**config.mk**
```make
export PLATFORM = sky130hd
export DESIGN_NAME = shortest_job_next_scheduler
export DESIGN_NICKNAME = d
export VERILOG_FILES = /design/src/sv/sjn_pkg.sv /design/src/sv/sjn_ram.sv /design/src/sv/sjn_ctrl.sv /design/src/sv/sjn_dp.sv /design/src/sv/shortest_job_next_scheduler.sv
export VERILOG_INCLUDE_DIRS = /design/src /design/src/sv
export SDC_FILE = /design/constraint.sdc
export NUM_CORES = 2
export LEC_CHECK = 0
export BUFFER_PORTS_ARGS = -buffer_cell sky130_fd_sc_hd__buf_2
export CAP_MARGIN = 10
export CORE_UTILIZATION = 64
export DETAILED_ROUTE_END_ITERATION = 7
export MAX_ROUTING_LAYER = met4
export PLACE_DENSITY_LB_ADDON = 0.05
export RECOVER_POWER = 100
export SETUP_SLACK_MARGIN = 0.1
export SYNTH_ARGS = -nofsm -noshare
export SYNTH_HDL_FRONTEND = slang
export SYNTH_SLANG_ARGS = --single-unit
```
**constraint.sdc**
```tcl
create_clock -name clk_i -period 10 [get_ports clk_i]
set_input_delay 0 -clock clk_i [delete_from_list [all_inputs] [get_ports clk_i]]
set_output_delay 0 -clock clk_i [all_outputs]
set_load 0.01 [all_outputs]
```
**src/sv/shortest_job_next_scheduler_defines.svh**
```systemverilog
// assertion macros for the shortest-job-next scheduler rtl
// expects clk_i and rst_ni in the scope of each use
`ifndef SHORTEST_JOB_NEXT_SCHEDULER_DEFINES_SVH
`define SHORTEST_JOB_NEXT_SCHEDULER_DEFINES_SVH

// condition holds at every edge out of reset
`define SJN_ASSERT_ALWAYS(lbl, cond, msg) \
  lbl: assert property (@(posedge clk_i) disable iff (!rst_ni) (cond)) else $error(msg);

// consequent holds in the same cycle as the antecedent
`define SJN_ASSERT_IMP(lbl, ante, cons, msg) \
  lbl: assert property (@(posedge clk_i) disable iff (!rst_ni) (ante) |-> (cons)) \
    else $error(msg);

// consequent holds in the cycle after the antecedent
`define SJN_ASSERT_NXT(lbl, ante, cons, msg) \
  lbl: assert property (@(posedge clk_i) disable iff (!rst_ni) (ante) |=> (cons)) \
    else $error(msg);

`endif

```
**src/sv/sjn_pkg.sv**
```systemverilog
// shared types, command codes and helpers of the shortest-job-next scheduler
// no dependencies
package sjn_pkg;

  localparam int unsigned ID_W       = 16;
  localparam int unsigned IN_TIME_W  = 16;
  localparam int unsigned OUT_TIME_W = 22;

  localparam logic [OUT_TIME_W-1:0] SAT_MAX = '1;

  // command codes carried in tuser of the input word
  localparam logic CMD_LOAD = 1'b0;
  localparam logic CMD_RUN  = 1'b1;

  typedef enum logic [3:0] {
    ST_IDLE  = 4'b0001,
    ST_SCAN  = 4'b0010,
    ST_FLUSH = 4'b0100,
    ST_EMIT  = 4'b1000
  } state_e;

  // controller to datapath
  typedef struct packed {
    logic load;
    logic run_start;
    logic scan_start;
    logic scan_step;
    logic dispatch;
    logic emit_empty;
    logic run_end;
  } cmd_t;

  // datapath to controller
  typedef struct packed {
    logic count_zero;
    logic last_issue;
    logic last_dispatch;
    logic out_free;
  } sts_t;

  function automatic logic [OUT_TIME_W-1:0] sat_time(input logic [63:0] v);
    logic [OUT_TIME_W-1:0] r;
    r = (v > 64'(SAT_MAX)) ? SAT_MAX : v[OUT_TIME_W-1:0];
    return r;
  endfunction

endpackage

```
**src/sv/sjn_ram.sv**
```systemverilog
// generic single-write, single-read ram with registered read data
// no dependencies
module sjn_ram #(
  parameter int unsigned WIDTH = 48,
  parameter int unsigned DEPTH = 32
) (
  input  logic                     clk_i,
  input  logic                     we_i,
  input  logic [$clog2(DEPTH)-1:0] waddr_i,
  input  logic [WIDTH-1:0]         wdata_i,
  input  logic [$clog2(DEPTH)-1:0] raddr_i,
  output logic [WIDTH-1:0]         rdata_o
);

  logic [WIDTH-1:0] mem_q [DEPTH];
  logic [WIDTH-1:0] rdata_q;

  always_ff @(posedge clk_i) begin
    if (we_i) begin
      mem_q[waddr_i] <= wdata_i;
    end
    rdata_q <= mem_q[raddr_i];
  end

  assign rdata_o = rdata_q;

endmodule

```
**src/sv/sjn_ctrl.sv**
```systemverilog
// controller state machine of the shortest-job-next scheduler
// depends on sjn_pkg for the state, command and status types
module sjn_ctrl
  import sjn_pkg::*;
(
  input  logic clk_i,
  input  logic rst_ni,
  input  logic in_valid_i,
  input  logic in_cmd_i,
  output logic in_ready_o,
  input  sts_t sts_i,
  output cmd_t cmd_o
);

  state_e state_q, state_d;
  logic   empty_q, empty_d;

  always_comb begin
    state_d    = state_q;
    empty_d    = empty_q;
    cmd_o      = '0;
    in_ready_o = 1'b0;
    case (state_q)
      ST_IDLE: begin
        in_ready_o = 1'b1;
        if (in_valid_i) begin
          if (in_cmd_i == CMD_LOAD) begin
            cmd_o.load = 1'b1;
          end else if (sts_i.count_zero) begin
            empty_d = 1'b1;
            state_d = ST_EMIT;
          end else begin
            cmd_o.run_start  = 1'b1;
            cmd_o.scan_start = 1'b1;
            state_d          = ST_SCAN;
          end
        end
      end
      ST_SCAN: begin
        cmd_o.scan_step = 1'b1;
        if (sts_i.last_issue) begin
          state_d = ST_FLUSH;
        end
      end
      ST_FLUSH: begin
        state_d = ST_EMIT;
      end
      ST_EMIT: begin
        if (sts_i.out_free) begin
          if (empty_q) begin
            cmd_o.emit_empty = 1'b1;
            empty_d          = 1'b0;
            state_d          = ST_IDLE;
          end else begin
            cmd_o.dispatch = 1'b1;
            if (sts_i.last_dispatch) begin
              cmd_o.run_end = 1'b1;
              state_d       = ST_IDLE;
            end else begin
              cmd_o.scan_start = 1'b1;
              state_d          = ST_SCAN;
            end
          end
        end
      end
      default: begin
        state_d = ST_IDLE;
        empty_d = 1'b0;
      end
    endcase
  end

  always_ff @(posedge clk_i or negedge rst_ni) begin
    if (!rst_ni) begin
      state_q <= ST_IDLE;
      empty_q <= 1'b0;
    end else begin
      state_q <= state_d;
      empty_q <= empty_d;
    end
  end

endmodule

```
**src/sv/sjn_dp.sv**
```systemverilog
// datapath of the shortest-job-next scheduler: job table, scan, dispatch, output word
// depends on sjn_pkg, sjn_ram and the assertion macro header
`include "shortest_job_next_scheduler_defines.svh"

module sjn_dp
  import sjn_pkg::*;
#(
  parameter int unsigned MAX_JOBS  = 32,
  parameter int unsigned TIME_BITS = 16
) (
  input  logic                  clk_i,
  input  logic                  rst_ni,
  input  cmd_t                  cmd_i,
  output sts_t                  sts_o,
  input  logic [ID_W-1:0]       job_id_i,
  input  logic [IN_TIME_W-1:0]  arrival_time_i,
  input  logic [IN_TIME_W-1:0]  service_time_i,
  output logic                  out_valid_o,
  input  logic                  out_ready_i,
  output logic [ID_W-1:0]       job_id_res_o,
  output logic [OUT_TIME_W-1:0] start_time_o,
  output logic [OUT_TIME_W-1:0] turnaround_o,
  output logic                  last_o,
  output logic                  overflow_o,
  output logic                  empty_run_o
);

  localparam int unsigned CNT_W = $clog2(MAX_JOBS + 1);
  localparam int unsigned IDX_W = $clog2(MAX_JOBS);
  localparam int unsigned NOW_W = TIME_BITS + CNT_W;
  localparam int unsigned ENT_W = ID_W + 2 * TIME_BITS;

  // table control
  logic [CNT_W-1:0]    count_q;
  logic                dropped_q;
  logic [MAX_JOBS-1:0] fin_q;
  logic                full;

  // scan pipeline
  logic [IDX_W-1:0] rd_idx_q;
  logic             vld_q;
  logic [IDX_W-1:0] idx_q;
  logic [ENT_W-1:0] wr_data, rd_data;
  logic [ID_W-1:0]      rd_id;
  logic [TIME_BITS-1:0] rd_arr, rd_svc;
  logic                 rd_open, rd_arrived, upd_a, upd_b;

  // run time and dispatch count
  logic [NOW_W-1:0] now_q;
  logic [CNT_W-1:0] done_q;

  // best arrived job (a) and earliest pending job (b)
  logic                 a_vld_q, b_vld_q;
  logic [IDX_W-1:0]     a_idx_q, b_idx_q;
  logic [ID_W-1:0]      a_id_q, b_id_q;
  logic [TIME_BITS-1:0] a_arr_q, b_arr_q, a_svc_q, b_svc_q;

  // chosen job
  logic [IDX_W-1:0]     sel_idx;
  logic [ID_W-1:0]      sel_id;
  logic [TIME_BITS-1:0] sel_arr, sel_svc;
  logic [NOW_W-1:0]     sel_start, sel_finish, sel_turn;

  // output register
  logic                  out_valid_q;
  logic [ID_W-1:0]       out_id_q;
  logic [OUT_TIME_W-1:0] out_start_q, out_turn_q;
  logic                  out_last_q, out_ovf_q, out_empty_q;
  logic                  out_free;

  assign full    = (count_q == CNT_W'(MAX_JOBS));
  assign wr_data = {TIME_BITS'(service_time_i), TIME_BITS'(arrival_time_i), job_id_i};

  sjn_ram #(
    .WIDTH(ENT_W),
    .DEPTH(MAX_JOBS)
  ) u_table (
    .clk_i  (clk_i),
    .we_i   (cmd_i.load && !full),
    .waddr_i(count_q[IDX_W-1:0]),
    .wdata_i(wr_data),
    .raddr_i(rd_idx_q),
    .rdata_o(rd_data)
  );

  assign rd_id      = rd_data[ID_W-1:0];
  assign rd_arr     = rd_data[ID_W +: TIME_BITS];
  assign rd_svc     = rd_data[ID_W+TIME_BITS +: TIME_BITS];
  assign rd_open    = vld_q && !fin_q[idx_q];
  assign rd_arrived = (NOW_W'(rd_arr) <= now_q);
  // later entries win ties, hence <=
  assign upd_a = rd_open && rd_arrived && (!a_vld_q || rd_svc <= a_svc_q);
  assign upd_b = rd_open && (!b_vld_q || rd_arr < b_arr_q ||
                             (rd_arr == b_arr_q && rd_svc <= b_svc_q));

  // nothing arrived: jump to the earliest arrival, whose group b tracked
  always_comb begin
    if (a_vld_q) begin
      sel_idx   = a_idx_q;
      sel_id    = a_id_q;
      sel_arr   = a_arr_q;
      sel_svc   = a_svc_q;
      sel_start = now_q;
    end else begin
      sel_idx   = b_idx_q;
      sel_id    = b_id_q;
      sel_arr   = b_arr_q;
      sel_svc   = b_svc_q;
      sel_start = NOW_W'(b_arr_q);
    end
  end

  assign sel_finish = sel_start + NOW_W'(sel_svc);
  assign sel_turn   = sel_finish - NOW_W'(sel_arr);

  assign out_free = !out_valid_q || out_ready_i;

  always_ff @(posedge clk_i or negedge rst_ni) begin
    if (!rst_ni) begin
      count_q     <= '0;
      dropped_q   <= 1'b0;
      fin_q       <= '0;
      rd_idx_q    <= '0;
      vld_q       <= 1'b0;
      now_q       <= '0;
      done_q      <= '0;
      a_vld_q     <= 1'b0;
      b_vld_q     <= 1'b0;
      out_valid_q <= 1'b0;
    end else begin
      if (cmd_i.load) begin
        if (full) begin
          dropped_q <= 1'b1;
        end else begin
          count_q <= count_q + CNT_W'(1);
        end
      end
      if (cmd_i.run_start) begin
        now_q  <= '0;
        done_q <= '0;
      end
      vld_q <= cmd_i.scan_step;
      if (cmd_i.scan_start) begin
        rd_idx_q <= '0;
        a_vld_q  <= 1'b0;
        b_vld_q  <= 1'b0;
      end else begin
        if (cmd_i.scan_step) begin
          rd_idx_q <= rd_idx_q + IDX_W'(1);
        end
        if (upd_a) begin
          a_vld_q <= 1'b1;
        end
        if (upd_b) begin
          b_vld_q <= 1'b1;
        end
      end
      if (cmd_i.dispatch) begin
        now_q  <= sel_finish;
        done_q <= done_q + CNT_W'(1);
      end
      // the final dispatch of a run clears the whole table state
      if (cmd_i.run_end) begin
        count_q   <= '0;
        dropped_q <= 1'b0;
        fin_q     <= '0;
      end else if (cmd_i.dispatch) begin
        fin_q[sel_idx] <= 1'b1;
      end
      if (cmd_i.dispatch || cmd_i.emit_empty) begin
        out_valid_q <= 1'b1;
      end else if (out_ready_i) begin
        out_valid_q <= 1'b0;
      end
    end
  end

  // payload registers
  always_ff @(posedge clk_i) begin
    idx_q <= rd_idx_q;
    if (upd_a && !cmd_i.scan_start) begin
      a_idx_q <= idx_q;
      a_id_q  <= rd_id;
      a_arr_q <= rd_arr;
      a_svc_q <= rd_svc;
    end
    if (upd_b && !cmd_i.scan_start) begin
      b_idx_q <= idx_q;
      b_id_q  <= rd_id;
      b_arr_q <= rd_arr;
      b_svc_q <= rd_svc;
    end
    if (cmd_i.dispatch) begin
      out_id_q    <= sel_id;
      out_start_q <= sat_time(64'(sel_start));
      out_turn_q  <= sat_time(64'(sel_turn));
      out_last_q  <= (done_q + CNT_W'(1) == count_q);
      out_ovf_q   <= dropped_q;
      out_empty_q <= 1'b0;
    end else if (cmd_i.emit_empty) begin
      out_id_q    <= '0;
      out_start_q <= '0;
      out_turn_q  <= '0;
      out_last_q  <= 1'b0;
      out_ovf_q   <= 1'b0;
      out_empty_q <= 1'b1;
    end
  end

  assign sts_o.count_zero    = (count_q == '0);
  assign sts_o.last_issue    = (CNT_W'(rd_idx_q) == count_q - CNT_W'(1));
  assign sts_o.last_dispatch = (done_q + CNT_W'(1) == count_q);
  assign sts_o.out_free      = out_free;

  assign out_valid_o  = out_valid_q;
  assign job_id_res_o = out_id_q;
  assign start_time_o = out_start_q;
  assign turnaround_o = out_turn_q;
  assign last_o       = out_last_q;
  assign overflow_o   = out_ovf_q;
  assign empty_run_o  = out_empty_q;

  `SJN_ASSERT_ALWAYS(a_count_in_range, count_q <= CNT_W'(MAX_JOBS),
                     "job count beyond table depth")
  `SJN_ASSERT_IMP(a_dispatch_has_pick, cmd_i.dispatch, a_vld_q || b_vld_q,
                  "dispatch without any candidate job")
  `SJN_ASSERT_NXT(a_run_end_clears, cmd_i.run_end,
                  count_q == '0 && fin_q == '0 && !dropped_q,
                  "table not emptied after run")

endmodule

```
**src/sv/shortest_job_next_scheduler.sv**
```systemverilog
// top level of the non-preemptive shortest-job-next scheduler
// depends on sjn_pkg, sjn_ctrl and sjn_dp
//
// input stream: one word per command. tuser = 0 loads a job (id, arrival,
// service) into the next free table slot; a load into a full table is
// dropped and remembered as overflow. tuser = 1 runs the schedule.
// a run emits one output word per stored job in dispatch order; each pick
// takes the unfinished, already-arrived job with least service time (ties
// go to the later load), and if none has arrived time jumps to the earliest
// pending arrival. tlast marks the final job of the run. a run on an empty
// table emits a single word with empty_run set and all else zero.
// each pick of a run scans the job table through one ram read port, one entry per
// cycle, then the read pipeline drains and the output register is loaded.
// the input is taken only while the block is idle; a finished word may sit
// in the output register while a new command is accepted.
// if the receiver stalls, the word holds in the output register and the
// next pick waits. reset empties the table and clears overflow and the
// output valid; the table ram itself is not cleared.
module shortest_job_next_scheduler
  import sjn_pkg::*;
#(
  parameter int unsigned MAX_JOBS  = 32,
  parameter int unsigned TIME_BITS = 16
) (
  input  logic        clk_i,
  input  logic        rst_ni,
  // input word
  input  logic        s_axis_tvalid_i,
  output logic        s_axis_tready_o,
  input  logic [47:0] s_axis_tdata_i,   // job_id[15:0], arrival_time[31:16], service_time[47:32]
  input  logic        s_axis_tuser_i,   // command[0]
  // output word
  output logic        m_axis_tvalid_o,
  input  logic        m_axis_tready_i,
  output logic [63:0] m_axis_tdata_o,   // job_id_res[15:0], start_time[37:16], turnaround[59:38]
  output logic        m_axis_tlast_o,   // last
  output logic [1:0]  m_axis_tuser_o    // overflow[0], empty_run[1]
);

  cmd_t cmd;
  sts_t sts;

  logic [ID_W-1:0]       job_id_res;
  logic [OUT_TIME_W-1:0] start_time, turnaround;
  logic                  overflow, empty_run;

  // sequencing: idle, scan, pipeline drain, emit
  sjn_ctrl u_ctrl (
    .clk_i     (clk_i),
    .rst_ni    (rst_ni),
    .in_valid_i(s_axis_tvalid_i),
    .in_cmd_i  (s_axis_tuser_i),
    .in_ready_o(s_axis_tready_o),
    .sts_i     (sts),
    .cmd_o     (cmd)
  );

  // job table, min search, time keeping and the output register
  sjn_dp #(
    .MAX_JOBS (MAX_JOBS),
    .TIME_BITS(TIME_BITS)
  ) u_dp (
    .clk_i         (clk_i),
    .rst_ni        (rst_ni),
    .cmd_i         (cmd),
    .sts_o         (sts),
    .job_id_i      (s_axis_tdata_i[15:0]),
    .arrival_time_i(s_axis_tdata_i[31:16]),
    .service_time_i(s_axis_tdata_i[47:32]),
    .out_valid_o   (m_axis_tvalid_o),
    .out_ready_i   (m_axis_tready_i),
    .job_id_res_o  (job_id_res),
    .start_time_o  (start_time),
    .turnaround_o  (turnaround),
    .last_o        (m_axis_tlast_o),
    .overflow_o    (overflow),
    .empty_run_o   (empty_run)
  );

  // pad to whole bytes
  assign m_axis_tdata_o = {4'b0000, turnaround, start_time, job_id_res};
  assign m_axis_tuser_o = {empty_run, overflow};

endmodule

```
# Word level (Yosys, flattened, before mapping)
# Memory sizes are Yosys's and may differ from the RTL's. A register that Yosys moved wholly into a read port is not among the register bits.
# Cells that the tools add are included.
[op_classes]
addsub = 6
mul = 0
div = 0
magnitude_cmp = 7
eq_ne = 14
shifts = 0
n_mux = 69
n_bitwise = 2
reduce_logical = 35
[op_table]
columns = ["operator", "n"]
rows = [
  ["$mux W22", 6],
  ["$mux W16", 5],
  ["$mux W32", 2],
  ["$le A16 B16 Y1", 2],
  ["$or A32 B32 Y32", 1],
  ["$mux W1", 30],
  ["$mux W6", 5],
  ["$add A22 B16 Y22", 1],
  ["$le A16 B22 Y1", 1],
  ["$sub A22 B16 Y22", 1],
  ["$mux W4", 5],
  ["$reduce_bool A2 Y1", 9],
  ["$eq A16 B16 Y1", 1],
  ["$lt A16 B16 Y1", 1],
  ["$pmux W4 S4", 1],
  ["$mux W5", 3],
  ["$add A6 B1 Y6 const B", 2],
  ["$lt A5 B6 Y1 const B", 2],
  ["$mux W2", 5],
  ["$ne A2 B2 Y1 const B", 5],
  ["$logic_and A1 B1 Y1", 9],
  ["$mux W3", 3],
  ["$eq A5 B6 Y1", 1],
  ["$eq A6 B6 Y1", 1],
  ["21 further kinds", 31],
]
[totals]
regBits = 255
latchBits = 0
ram_bits = 1536
mem_bits_ro = 0
input_bits = 53
wordCells = 161
n_memories = 1
[memory_table]
columns = ["name", "words", "width", "rd", "rd_ports_with_merged_regs", "write_ports", "line", "source"]
rows = [
  ["u_dp.u_table.mem_q", 32, 48, 1, 1, 1, "sjn_ram.sv:15", "logic [WIDTH-1:0] mem_q [DEPTH];"],
]

# Depth between registers and ports, before layout
[depth]
ltp_word = 8
ltp_mapped = 23
ltp_nobuf = 19

# Hierarchy
# A second synthesis with hierarchy kept.
[unflattened]
cells_unflattened = 4596
area_unflattened_um2 = 74332.5
[by_module_without_submodules]
columns = ["mod", "n_inst", "cells_each", "area_per_inst_um2"]
rows = [
  ["sjn_ram", 1, 3364, 60724.5],
  ["sjn_dp", 1, 1176, 13110.1],
  ["sjn_ctrl", 1, 49, 449.2],
  ["shortest_job_next_scheduler", 1, 7, 48.8],
]

# Worst setup path before layout
# Ideal clock, no wire load.
[synth_timing]
kind = "register to register"
start = "register u_dp.b_arr_q[1]"
end = "register u_dp.b_arr_q[0] (enable)"
setup_ns = 0.560
t_arrival_ns = 6.076
slack_ns = 3.364
path_stages_with_launch = 14
path_buffers = 0
path_cell_list = "edfxtp_1 inv_1 ha_1 nor2b_1 o21a_1 o21ai_0 nand2b_1 a21oi_1 nor2b_1 o21ai_0 nand2b_1 a21oi_1 o221ai_1 a311oi_1"
[synth_between]
elab_chain_len = 5
word_cells_on_any_way = 7
cone_classes = "1 x order compare; 1 x eq/ne; 5 x reduce/logical"
[synth_lines]
columns = ["element", "line", "source"]
rows = [
  ["start: declaration", "sjn_dp.sv:56", "logic [TIME_BITS-1:0] a_arr_q, b_arr_q, a_svc_q, b_svc_q;"],
  ["start signal: assignment", "sjn_dp.sv:190", "b_arr_q <= rd_arr;"],
  ["$lt A16 B16 Y1 / $eq A16 B16 Y1 (equally long branches)", "sjn_dp.sv:93, sjn_dp.sv:94", ""],
  ["$logic_or A1 B1 Y1 / $logic_and A1 B1 Y1 (equally long branches)", "sjn_dp.sv:93, sjn_dp.sv:94", ""],
  ["$logic_or A1 B1 Y1 (*)", "sjn_dp.sv:93", "assign upd_b = rd_open && (!b_vld_q || rd_arr < b_arr_q ||"],
  ["$logic_and A1 B1 Y1 (*)", "sjn_dp.sv:93", ""],
  ["$logic_and A1 B1 Y1 (*)", "sjn_dp.sv:187", "if (upd_b && !cmd_i.scan_start) begin"],
]
# Mark *: on every way between the ends. The rest lies on a longest branch, timed or not.
# A chain may end at the register's enable or synchronous reset.

# Worst setup path after layout
[layout_timing]
start = "register u_ctrl.state_q[0]"
end = "memory u_dp.u_table.mem_q[18][13] (enable)"
[layout_between]
elab_chain_len = 5
[layout_lines]
columns = ["element", "line", "source"]
rows = [
  ["start: declaration", "sjn_ctrl.sv:15", "state_e state_q, state_d;"],
  ["start signal: assignment", "sjn_ctrl.sv:78", "state_q <= state_d;"],
  ["$eq A4 B1 Y1", "sjn_ctrl.sv:23", "case (state_q)"],
  ["$mux W2", "sjn_ctrl.sv:23", ""],
  ["$logic_and A1 B1 Y1", "sjn_dp.sv:79", ".we_i (cmd_i.load && !full),"],
  ["$mux W1", "sjn_ram.sv:19", "if (we_i) begin"],
  ["$mux W1 (implied by the code)", "sjn_ram.sv:20", "mem_q[waddr_i] <= wdata_i;"],
  ["end: declaration", "sjn_ram.sv:15", ""],
]
# Every way passes these cells.

==> out/metrics.cfg <==
[run_status]
status = finished, violations left
violations = max-capacitance violations, max-slew violations

[yosys]
ys_warn_count = 0
syn_inst = 3485
synth.avg_cell_area_um2 = 20.8
syn_area_um2 = 72600
yosysTopAreaCell = edfxtp_1
synth_top_area_share_pct = 70.5
ys_seq_area_share_pct = 74.8
yosysUniqueCellTypes = 72
synth.area.top_cells = edfxtp_1 71%, mux4_2 15%, dfrtp_1 2.8%, ha_1 1.7%, dfxtp_1 1.5%
synth_seq_cells = 1839
async_flop_share_pct = 4.40
synth_edf_count = 1704
synth_ff_type = edfxtp_1

[drt]
avgViaCountPerCell = 6.73
first_pass_iters = 6
vias = 36300
wl_per_cell_um = 31.9
drcViolationCount = 0
first_iter_violations = 4397
wl_um = 172000
drtAntennaViolNets = 0

[clock_network]
htreeDepth = 4
cts-buffers-inserted = 177
post_cts_buffers = 0
clock_sinks = 1839
clk_root_buffer_cell = clkbuf_16
cts_resized = 0
clk_latency_ps = 790
clockBufferDepth = 3
cts_tree = done
clk_pin_slew_ps = 60

[sta]
fmax_ghz = 0.130
hold_viol = 0
slew_violations = 2109
rsz0062_at_grt = false
period_minus_slack_ps = 7720
final.setup.tns_ps = 0
slew_headroom_pct = -220
timing.final.crit_share_pct = 77.2
clock_skew_ps = 37.7
worst_pin_slew_ps = 4790
finalSetupViolations = 0

[finish]
instances_no_fill = 5391
nets = 3893
syn2layout_area_growth_pct = 11.6
drive_above_1_share_pct = 21.3
fill_cells = 6614

[placement]
dp.cells = 5005
globalplace.congestion = 0.899
hpwlAfterDp_um = 91400
portBuffers = 117

[min_path]
hp-class = in -> reg
min_path_cells = 4
min_to = u_dp.out_valid_o
min_from = m_axis_tready_i

[die]
start_util_pct = 64.5
die_y_um = 339
die_x_um = 339
pin_count = 122
dieArea_um2 = 115000
rows = 123
core_area_um2 = 112000

[worst_setup_path]
critPathRequiredTime_ps = 10290
crit_path_end_kind = flip-flop
crit_type = reg -> reg
path_cells = nor4b_1, nand3b_1, nor2b_1, nand2_1, nor2_1, clkbuf_1
ff2ff_setup_slack_ps = 2280
slowest_delay_ps = 2830
critPathArrivalTime_ps = 8010
crit_fanout = 35
cp_top_family = simple AND/OR/NAND/NOR gates
timing.reg2reg.worst_path_depth = 6
path_buf_inv = 1
regToRegStartpoint = u_ctrl.state_q[0]
rr_endpoint = u_dp.u_table.mem_q[18][13]
critPathLaunchType = flip-flop
crit_slowest_cell = clkbuf_1

[global_route]
grt_pass1_vias = 37000
grt_antenna_before_repair = 12
grt_max_degree = 166
grt_pass1_wl_um = 251000
grt_util_all_layers_pct = 31.6
grt_overflow_total = 0

[power_and_ir_drop]
peakVddDrop_v = 0.000189
p_leak_nw = 25.9
power_density_nw_per_um2 = 248

[flow_run]
cap_viol_max_count = 68

==> placed cells by master (no fill, tap or decap), drive strengths merged, types with 75 or more instances in the layout <==
cell type / netlist / routed
a21oi: 90 / 90
clkbuf: 107 / 386
clkinv: 0 / 75
dfrtp: 80 / 80
edfxtp: 1704 / 1704
ha: 100 / 100
inv: 88 / 94
mux4: 489 / 489
nand2: 76 / 76
nor2: 168 / 168
==> stage by stage <==
stage	hold WS [ps]	cell area [um2]	setup WS (ps)	total power, W	util [%]
6_report	126	81000	2280	0.0201	72.0
2_1_floorplan	-296	72600	3360	0.0124	-
3_5_place_dp	-102	75200	4500	0.0136	66.9
4_1_cts	45.9	81500	4460	0.0201	72.5
3_3_place_gp	-105	75200	4430	0.0135	66.9
5_1_grt	148	81000	2090	0.0208	72.0
==> worst max path at each step <==
stage,startpoint,end,slack [ps],depth (start not counted)
2_1_floorplan,u_dp.b_arr_q[1],u_dp.b_arr_q[0],3360,13
3_3_place_gp,u_dp.a_vld_q,u_dp.turnaround_o[17],4430,18
3_5_place_dp,u_dp.a_vld_q,u_dp.turnaround_o[17],4500,18
4_1_cts,u_dp.a_vld_q,u_dp.turnaround_o[17],4460,18
5_1_grt,u_ctrl.state_q[0],u_dp.u_table.mem_q[19][14],2090,6
6_report,u_ctrl.state_q[0],u_dp.u_table.mem_q[18][13],2280,6
==> synthesized netlist by cell type, types with 4 or more instances <==
master and n:
nand3b_1 7, dfxtp_1 54, or2_2 6, o21ai_0 53, edfxtp_1 1704, and2_1 22, a21oi_1 89, or3_1 7
clkbuf_1 107, mux2i_1 24, nor3_1 12, nor2_1 168, nand2_1 76, and3_1 14, mux4_2 489, xor2_1 25
a31oi_1 8, nand2b_1 15, buf_4 6, nand4_1 20, dfrtp_1 80, mux2_2 50, buf_1 51, a21o_1 41
o21a_1 8, o211ai_1 7, o31ai_1 5, nand3_1 18, nor4_1 6, a22o_1 18, inv_1 88, nor2b_1 11
a211oi_1 4, ha_1 100, xnor2_1 33
==> registers in the layout, indices dropped and copies added, names as in the netlist, 4 cells and up <==
name	count
u_ctrl.state_q	4
u_dp.a_arr_q	16
u_dp.a_id_q	16
u_dp.a_idx_q	5
u_dp.a_svc_q	16
u_dp.b_arr_q	16
u_dp.b_id_q	16
u_dp.b_idx_q	5
u_dp.b_svc_q	16
u_dp.count_q	6
u_dp.done_q	6
u_dp.fin_q	32
u_dp.idx_q	5
u_dp.job_id_res_o	16
u_dp.now_q	22
u_dp.rd_idx_q	5
u_dp.start_time_o	22
u_dp.turnaround_o	22
u_dp.u_table.mem_q	1536
u_dp.u_table.rdata_o	48
==> power breakdown <==
group	total (W)	internal (W)	switching [W]
clock	0.00659	0.00377	0.00282
sequential	0.00911	0.00880	0.000309
combinational	0.00438	0.00209	0.00228
total	0.0201	0.0147	0.00542
==> cells by family (layout without fill, tap and decap cells) <==
kind of cell | Yosys count | count (layout) | share of synthesized area [%]
DFF | 1839 | 1839 | 74.8
adders and majority gates | 103 | 103 | 1.79
and+or+nand+nor | 392 | 392 | 2.53
other | 1 | 7 | 0.00517
buffers and inverters | 253 | 653 | 1.34
xor gates and xnor gates | 63 | 63 | 0.848
muxes | 563 | 563 | 16.3
AOI/OAI and AO/OA | 271 | 271 | 2.41
==> repair_timing <==
item | 4_1_cts | 5_1_grt
setup endpoints to repair | 0 | 0
hold endpoints to repair | 1636 | 0
hold buffers | 54 | 0
==> worst register-to-register path, delay by kind of cell, from the launching register on <==
| family | cells | cell delay (ps) |
|---|---|---|
| buffers and inverters | 1 | 2840 |
| AND/OR/NAND/NOR | 5 | 3730 |
| flip-flops | 1 | 620 |
==> area by class of cell <==
| cell class | instances | area [um2] | share of cell area [%] |
|---|---|---|---|
| well taps | 1500 | 1880 | 2.32 |
| multi-input cells | 1396 | 17400 | 21.5 |
| repair buffers | 236 | 1330 | 1.64 |
| inverters | 88 | 332 | 0.409 |
| clock inverters | 106 | 991 | 1.22 |
| clock buffers | 223 | 4750 | 5.87 |
| flip-flops and latches | 1839 | 54300 | 67.0 |
| diodes | 3 | 7.51 | 0.00927 |
==> routing by layer <==
metal,vias to the layer above,GRT usage (%),wire length (um)
met5,-,-,0
met4,0,9.45,4580
met3,300,4.53,14800
met2,1938,49.9,86200
met1,19200,43.8,66300
li1,14800,-,-
Note: power is estimated with default switching activity, not from simulation.
